===== config.mk =====
export PLATFORM = sky130hd
export DESIGN_NAME = hsv_to_rgb_converter_unit
export DESIGN_NICKNAME = d
export VERILOG_FILES = /design/src/sv/h2r_pkg.sv /design/src/sv/h2r_front.sv /design/src/sv/h2r_chroma.sv /design/src/sv/h2r_mix.sv /design/src/sv/h2r_round.sv /design/src/sv/hsv_to_rgb_converter_unit.sv
export SDC_FILE = /design/constraint.sdc
export NUM_CORES = 2
export LEC_CHECK = 0
export ABC_CLOCK_PERIOD_IN_PS = 14200
export BUFFER_PORTS_ARGS = -buffer_cell sky130_fd_sc_hd__buf_2
export CORE_MARGIN = 10
export CORE_UTILIZATION = 70
export CTS_BUF_LIST = sky130_fd_sc_hd__clkbuf_4 sky130_fd_sc_hd__clkbuf_8 sky130_fd_sc_hd__clkbuf_16
export DETAILED_ROUTE_END_ITERATION = 8
export HOLD_SLACK_MARGIN = 0.12
export PLACE_DENSITY_LB_ADDON = 0.2
export SYNTH_ARGS = -nofsm -noshare
export SYNTH_HDL_FRONTEND = slang
export SYNTH_SLANG_ARGS = --single-unit

===== constraint.sdc =====
create_clock -name clock -period 14.2 [get_ports clock]
set_clock_uncertainty 0.05 [all_clocks]
set_input_delay 2.13 -clock clock [delete_from_list [all_inputs] [get_ports clock]]
set_output_delay 2.13 -clock clock [all_outputs]
set_load 0.03 [all_outputs]

===== src/sv/h2r_pkg.sv =====
// Shared widths, constants and stage structs for the HSV to RGB converter.
// No dependencies.
package h2r_pkg;

   localparam int HueW    = 16;
   localparam int UnitW   = 13;            // Q1.12 input width
   localparam int ChanW   = 8;
   localparam int ChromaW = 25;            // v*s, at most 2^24
   localparam int FracW   = 17;            // 0..65536
   localparam int SumW    = 41;            // channel sum, at most 2^40
   localparam int Latency = 4;

   localparam logic [UnitW-1:0] OneQ12   = 13'd4096;
   localparam logic [FracW-1:0] FullFrac = 17'd65536;

   typedef enum logic [2:0] {
      SEXT_RED_UP   = 3'd0,
      SEXT_GRN_UP   = 3'd1,
      SEXT_GRN_DN   = 3'd2,
      SEXT_BLU_UP   = 3'd3,
      SEXT_BLU_DN   = 3'd4,
      SEXT_RED_DN   = 3'd5
   } sextant_type;

   typedef struct packed {
      sextant_type        sextant;
      logic [FracW-1:0]   frac;     // already mirrored in odd sextants
      logic [ChromaW-1:0] chroma;   // scale 2^-24
      logic [UnitW-1:0]   value;    // clamped, Q1.12
   } h2r_front_type;

   typedef struct packed {
      sextant_type        sextant;
      logic [SumW-1:0]    second;   // x, scale 2^-40
      logic [ChromaW-1:0] chroma;   // scale 2^-24
      logic [ChromaW-1:0] offset;   // m, scale 2^-24
   } h2r_chroma_type;

   typedef struct packed {
      logic [SumW-1:0] red;
      logic [SumW-1:0] green;
      logic [SumW-1:0] blue;
   } h2r_mix_type;

endpackage


===== src/sv/h2r_front.sv =====
// Stage 1: clamps saturation and value, finds the hue sextant and fraction,
// multiplies chroma. Depends on h2r_pkg.
module h2r_front (
   input  logic                    clock,
   input  logic                    reset,
   input  logic                    in_valid,
   input  logic [h2r_pkg::HueW-1:0]  hue,
   input  logic [h2r_pkg::UnitW-1:0] saturation,
   input  logic [h2r_pkg::UnitW-1:0] brightness,
   output logic                    out_valid_ff,
   output h2r_pkg::h2r_front_type  out_data_ff
);
   import h2r_pkg::*;

   logic [UnitW-1:0]   sat_clamp;
   logic [UnitW-1:0]   val_clamp;
   logic [HueW+2:0]    hue6;
   logic [2*UnitW-1:0] product;
   h2r_front_type      data_in;

   always_comb begin
      sat_clamp = (saturation > OneQ12) ? OneQ12 : saturation;
      val_clamp = (brightness > OneQ12) ? OneQ12 : brightness;
      hue6      = {1'b0, hue, 2'b00} + {2'b00, hue, 1'b0};
      product   = sat_clamp * val_clamp;
      data_in.sextant = sextant_type'(hue6[HueW+2:HueW]);
      data_in.frac    = hue6[HueW] ? (FullFrac - {1'b0, hue6[HueW-1:0]})
                                   : {1'b0, hue6[HueW-1:0]};
      data_in.chroma  = product[ChromaW-1:0];
      data_in.value   = val_clamp;
   end

   always_ff @(posedge clock) begin
      if (reset) begin
         out_valid_ff <= 1'b0;
      end else begin
         out_valid_ff <= in_valid;
      end
      out_data_ff <= data_in;
   end

endmodule


===== src/sv/h2r_chroma.sv =====
// Stage 2: second-largest component x = c*f and the offset m = v - c.
// Depends on h2r_pkg.
module h2r_chroma (
   input  logic                    clock,
   input  logic                    reset,
   input  logic                    in_valid,
   input  h2r_pkg::h2r_front_type  in_data,
   output logic                    out_valid_ff,
   output h2r_pkg::h2r_chroma_type out_data_ff
);
   import h2r_pkg::*;

   logic [ChromaW+FracW-1:0] product;
   h2r_chroma_type           data_in;

   always_comb begin
      product         = in_data.chroma * in_data.frac;
      data_in.sextant = in_data.sextant;
      data_in.second  = product[SumW-1:0];
      data_in.chroma  = in_data.chroma;
      data_in.offset  = {in_data.value, 12'd0} - in_data.chroma;
   end

   always_ff @(posedge clock) begin
      if (reset) begin
         out_valid_ff <= 1'b0;
      end else begin
         out_valid_ff <= in_valid;
      end
      out_data_ff <= data_in;
   end

endmodule


===== src/sv/h2r_mix.sv =====
// Stage 3: routes c, x and 0 to the channels by sextant and adds m.
// Depends on h2r_pkg.
module h2r_mix (
   input  logic                    clock,
   input  logic                    reset,
   input  logic                    in_valid,
   input  h2r_pkg::h2r_chroma_type in_data,
   output logic                    out_valid_ff,
   output h2r_pkg::h2r_mix_type    out_data_ff
);
   import h2r_pkg::*;

   logic [SumW-1:0] big;
   logic [SumW-1:0] mid;
   logic [SumW-1:0] base;
   logic [SumW-1:0] red_part;
   logic [SumW-1:0] green_part;
   logic [SumW-1:0] blue_part;
   h2r_mix_type     data_in;

   always_comb begin
      big  = {in_data.chroma, 16'd0};
      mid  = in_data.second;
      base = {in_data.offset, 16'd0};
      case (in_data.sextant)
         SEXT_RED_UP: begin
            red_part = big;  green_part = mid;  blue_part = '0;
         end
         SEXT_GRN_UP: begin
            red_part = mid;  green_part = big;  blue_part = '0;
         end
         SEXT_GRN_DN: begin
            red_part = '0;   green_part = big;  blue_part = mid;
         end
         SEXT_BLU_UP: begin
            red_part = '0;   green_part = mid;  blue_part = big;
         end
         SEXT_BLU_DN: begin
            red_part = mid;  green_part = '0;   blue_part = big;
         end
         default: begin
            red_part = big;  green_part = '0;   blue_part = mid;
         end
      endcase
      data_in.red   = red_part + base;
      data_in.green = green_part + base;
      data_in.blue  = blue_part + base;
   end

   always_ff @(posedge clock) begin
      if (reset) begin
         out_valid_ff <= 1'b0;
      end else begin
         out_valid_ff <= in_valid;
      end
      out_data_ff <= data_in;
   end

endmodule


===== src/sv/h2r_round.sv =====
// Stage 4: scales each channel sum by 255 and rounds half up to 8 bits.
// Depends on h2r_pkg.
module h2r_round (
   input  logic                         clock,
   input  logic                         reset,
   input  logic                         in_valid,
   input  h2r_pkg::h2r_mix_type         in_data,
   output logic                         out_valid_ff,
   output logic [h2r_pkg::ChanW-1:0]    red_ff,
   output logic [h2r_pkg::ChanW-1:0]    green_ff,
   output logic [h2r_pkg::ChanW-1:0]    blue_ff
);
   import h2r_pkg::*;

   localparam int ScaleW = SumW + ChanW;

   logic [ChanW-1:0] red_in;
   logic [ChanW-1:0] green_in;
   logic [ChanW-1:0] blue_in;

   // (v*255 + 2^39) >> 40, with v*255 done as v*256 - v
   function automatic logic [ChanW-1:0] to_byte(input logic [SumW-1:0] sum);
      logic [ScaleW-1:0] scaled;
      scaled = {sum, {ChanW{1'b0}}} - {{ChanW{1'b0}}, sum}
             + {{(ScaleW-SumW+1){1'b0}}, 1'b1, {(SumW-2){1'b0}}};
      return scaled[SumW+ChanW-2:SumW-1];
   endfunction

   always_comb begin
      red_in   = to_byte(in_data.red);
      green_in = to_byte(in_data.green);
      blue_in  = to_byte(in_data.blue);
   end

   always_ff @(posedge clock) begin
      if (reset) begin
         out_valid_ff <= 1'b0;
      end else begin
         out_valid_ff <= in_valid;
      end
      red_ff   <= red_in;
      green_ff <= green_in;
      blue_ff  <= blue_in;
   end

endmodule


===== src/sv/hsv_to_rgb_converter_unit.sv =====
// Top level of the HSV to RGB converter: four-stage pipeline.
// Depends on h2r_pkg, h2r_front, h2r_chroma, h2r_mix, h2r_round.
//
//   channel   handshake           payload
//   request   start / busy        req_hue, req_saturation, req_brightness
//   response  rsp_valid (strobe)  rsp_red, rsp_green, rsp_blue
//
// One transaction per clock while busy is low; each one yields one rsp_valid strobe.
// Depth: two chained multiplies (v*s, then c*f), the add of m, and the x255 round.
// busy is high only while reset is asserted; reset clears the stage valid bits.
// The receiver cannot stall, so nothing in the pipeline ever holds.
module hsv_to_rgb_converter_unit (
   input  logic                        clock,
   input  logic                        reset,
   input  logic                        start,
   output logic                        busy,
   input  logic [h2r_pkg::HueW-1:0]    req_hue,
   input  logic [h2r_pkg::UnitW-1:0]   req_saturation,
   input  logic [h2r_pkg::UnitW-1:0]   req_brightness,
   output logic                        rsp_valid,
   output logic [h2r_pkg::ChanW-1:0]   rsp_red,
   output logic [h2r_pkg::ChanW-1:0]   rsp_green,
   output logic [h2r_pkg::ChanW-1:0]   rsp_blue
);
   import h2r_pkg::*;

   logic           accept;
   logic           front_valid;
   h2r_front_type  front_data;
   logic           chroma_valid;
   h2r_chroma_type chroma_data;
   logic           mix_valid;
   h2r_mix_type    mix_data;

   assign busy   = reset;
   assign accept = start & ~busy;

   h2r_front u_front (
      .clock        (clock),
      .reset        (reset),
      .in_valid     (accept),
      .hue          (req_hue),
      .saturation   (req_saturation),
      .brightness   (req_brightness),
      .out_valid_ff (front_valid),
      .out_data_ff  (front_data)
   );

   h2r_chroma u_chroma (
      .clock        (clock),
      .reset        (reset),
      .in_valid     (front_valid),
      .in_data      (front_data),
      .out_valid_ff (chroma_valid),
      .out_data_ff  (chroma_data)
   );

   h2r_mix u_mix (
      .clock        (clock),
      .reset        (reset),
      .in_valid     (chroma_valid),
      .in_data      (chroma_data),
      .out_valid_ff (mix_valid),
      .out_data_ff  (mix_data)
   );

   h2r_round u_round (
      .clock        (clock),
      .reset        (reset),
      .in_valid     (mix_valid),
      .in_data      (mix_data),
      .out_valid_ff (rsp_valid),
      .red_ff       (rsp_red),
      .green_ff     (rsp_green),
      .blue_ff      (rsp_blue)
   );

endmodule


==> metrics.txt <==
post-synthesis average cell area between 8 and 9 sq um; CTS Buf Count 36; Ports 71; hold endpoint u_chroma.out_data_ff[93]$_DFF_P_; final-stage net count 5,004; Initial Utilization 0.708; dpl hpwl between 60 and 70 mm; sequential share of the synthesized area 0.168; die height about 240 um; Syn Nets roughly 5,000; Rel. slew slack 0.212; final instance area approximately 38,000 sq um; time the worst path needs with I/O delays and setup between 8000 and 9000 ps; R2R setup slack 6770 ps; Tcrit/Tclk final 0.564; WL met3 approximately 6.1 mm; Max Clk Rate about 0.12 GHz; crit path DAT around 8400 ps; Critical path origin req_saturation[12]; Async S/R FF share, synth 0; # rows about 80; max-slew violation count 0; post-CTS setup buffer count 0; first-pass GRT wire length between 100 and 150 mm; synthesized area between 30,000 and 40,000 sq um; Area growth syn-to-layout 6.36%; Hold Path Origin u_front.out_data_ff[57]$_DFF_P_; Worst EP required approximately 15,000 ps; worst r2r dst u_chroma.out_data_ff[83]$_DFF_P_; largest family of logic cells by synthesized area adder cells; Post-Synth Simple-Gate Area 0.143; hold buffers post-CTS 0; DRT iter0 DRCs around 1,700; final hold viol count 0; via count between 20,000 and 30,000; GRT overflow 0; Total GRT Usage 0.298; Max Root-Sink Buffers 3; drt pass-1 iters 7; I/O Buffers 70; largest net degree at the start of global routing 41; Hold WC Path Type reg2reg; post-synthesis cell type count 73; DR vias/cell about 5.8; Setup Viol. Count Final 0; number of nets with antenna violations after routing 0; Hold Crit Depth 0; post-cts sizing count 0; Worst Tran Pin Value 1180 ps; initial antenna violation count 1; die area about 60,000 sq um; Sink Count 297; unrepaired setup endpoints after global routing false; Worst-path clk slew 60 ps; Synth Area in Compound Gates 0.115; Worst Setup Start Kind input port; CTS tree done; Reg2Reg Depth 23; Max Cap Violations 0; status finished clean; fraction of layout cells with a size suffix above 1 0.0506; Placed Area about 36,000 sq um; R2R Path Start u_front.out_data_ff[41]$_DFF_P_; drt wl/cell 18.5 um; WS Path Type in2reg; mux contribution to synthesized area 0.000883; H-tree Lvls 2; core footprint between 50,000 and 60,000 sq um; number of enable flip-flop cells after synthesis 0; Adder-Cell Fraction of Synth Area 0.430; M1 WL roughly 35 mm; Crit Path Max Fanout 20; Post-Synth XOR/XNOR Area 0.0512; drt drc 0; post-synthesis register bit count roughly 300; met2 WL about 42 mm; GPL Wtd Cong around 0.95; post-layout util 0.753; later-pin clock latency in the skew report between 500 and 600 ps; ys flop type dfxtp_1; Die W 245 um; crit end category register; Top Layer Used met4; Setup TNS 0 ps; Gate Count Post-Synth around 4,000; clock root buffer clkbuf_16; Post-Route WL between 80 and 90 mm; vias in the first global route around 28,000; YS warnings 0
## state kept, by name, summed over array words and instances (netlist names)
name / count
u_front.out_data_ff: 57
u_front.out_valid_ff: 1
u_chroma.out_data_ff: 92
u_chroma.out_valid_ff: 1
u_round.green_ff: 8
u_mix.out_data_ff: 120
u_round.out_valid_ff: 1
u_round.blue_ff: 8
u_round.red_ff: 8
u_mix.out_valid_ff: 1
## per-layer routing
layer	vias up	track usage
met2	1068	0.503
met3	251	0.0408
met1	13200	0.375
met4	0	0.135
met5	-	0
li1	12800	-
## synthesized netlist by cell type, types with 21 or more instances
master | count | share of area
fa_1 | 443 | 0.25
and2_1 | 232 | 0.041
inv_1 | 746 | 0.079
o21ai_0 | 74 | 0.010
a211oi_1 | 21 | 0.0044
xor2_1 | 66 | 0.016
nor2_1 | 180 | 0.019
a22o_1 | 71 | 0.018
nand4_1 | 29 | 0.0051
clkbuf_1 | 118 | 0.013
nand3_1 | 39 | 0.0055
xnor2_1 | 141 | 0.035
dfxtp_1 | 297 | 0.17
a21o_1 | 109 | 0.023
ha_1 | 508 | 0.18
nor2b_1 | 43 | 0.0076
nand2_1 | 416 | 0.044
nor3_1 | 30 | 0.0042
nand2b_1 | 24 | 0.0042
a21oi_1 | 172 | 0.024
## layout make-up
cell class	count	area [sq um]
multi-input combinational	2813	26200
fill	3719	12400
sequential	297	5950
inverter	750	2820
clock buffer	40	931
tap	672	841
timing repair buffer	110	651
clock inverter	23	278
antenna	1	2.50
## worst max path at each step
| stage | slack, ps | end |
|---|---|---|
| floorplan | 6060 | u_front.out_data_ff[37]$_DFF_P_ |
| global placement | 5820 | u_front.out_data_ff[37]$_DFF_P_ |
| detailed placement | 5700 | u_front.out_data_ff[37]$_DFF_P_ |
| CTS | 6260 | u_front.out_data_ff[37]$_DFF_P_ |
| global route | 5880 | u_front.out_data_ff[37]$_DFF_P_ |
| finish | 6190 | u_front.out_data_ff[37]$_DFF_P_ |
## logic make-up (layout without fill, tap and decap cells)
group / after synthesis / in the layout
flops: 297 / 297
mux: 3 / 3
fa+ha+maj: 951 / 951
simple gates: 1055 / 1055
other cells: 0 / 1
compound gates: 597 / 597
buf+inv: 873 / 923
xor+xnor: 207 / 207
## through the flow
| stage | hold slack (ps) | worst slack [ps] | std cells |
|---|---|---|---|
| 6_report | 275 | 6190 | 4706 |
| 3_3_place_gp | 263 | 5820 | 4642 |
| 4_1_cts | 275 | 6260 | 4705 |
| 5_1_grt | 277 | 5880 | 4706 |
| 2_1_floorplan | 260 | 6060 | 3983 |
| 3_5_place_dp | 263 | 5700 | 4642 |
## cells in the final DEF (no fill, tap or decap), drive strengths merged, types with 6 or more instances in the layout
| cell | n |
|---|---|
| and2 | 232 |
| o2111ai | 7 |
| a211oi | 22 |
| nor2 | 180 |
| dfxtp | 297 |
| or2 | 8 |
| nor3 | 30 |
| a31o | 9 |
| and3 | 15 |
| fa | 443 |
| ha | 508 |
| a22o | 71 |
| xnor2 | 141 |
| buf | 110 |
| a21oi | 172 |
| o31ai | 11 |
| clkinv | 13 |
| or3 | 16 |
| nand2b | 24 |
| xor2 | 66 |
| a21o | 109 |
| o211ai | 10 |
| and4 | 7 |
| o21ai | 76 |
| clkbuf | 40 |
| nand4 | 29 |
| inv | 753 |
| a41oi | 9 |
| nand2 | 416 |
| nor4 | 6 |
| nand3 | 39 |
| o21a | 17 |
| o21bai | 19 |
| o31a | 6 |
| nor2b | 43 |
| a31oi | 11 |
## critical path, stage by stage
cell and delay (ps):
buf_2 310, clkinv_1 500, nand2_1 390, nor2_1 110
fa_1 520, inv_1 60, fa_1 470, inv_1 40
ha_1 280, ha_1 290, ha_1 300, ha_1 220
fa_1 460, a21o_1 180, a21oi_1 330, o2111ai_1 220
a21o_1 220, o41a_1 350, a21o_1 220, a211oi_1 400
o21ai_0 130, a21oi_1 190, xnor2_1 70
Power is left out: the tool's default activity adds up to more than one toggle a clock period on the data nets, which glitch-free logic cannot reach.
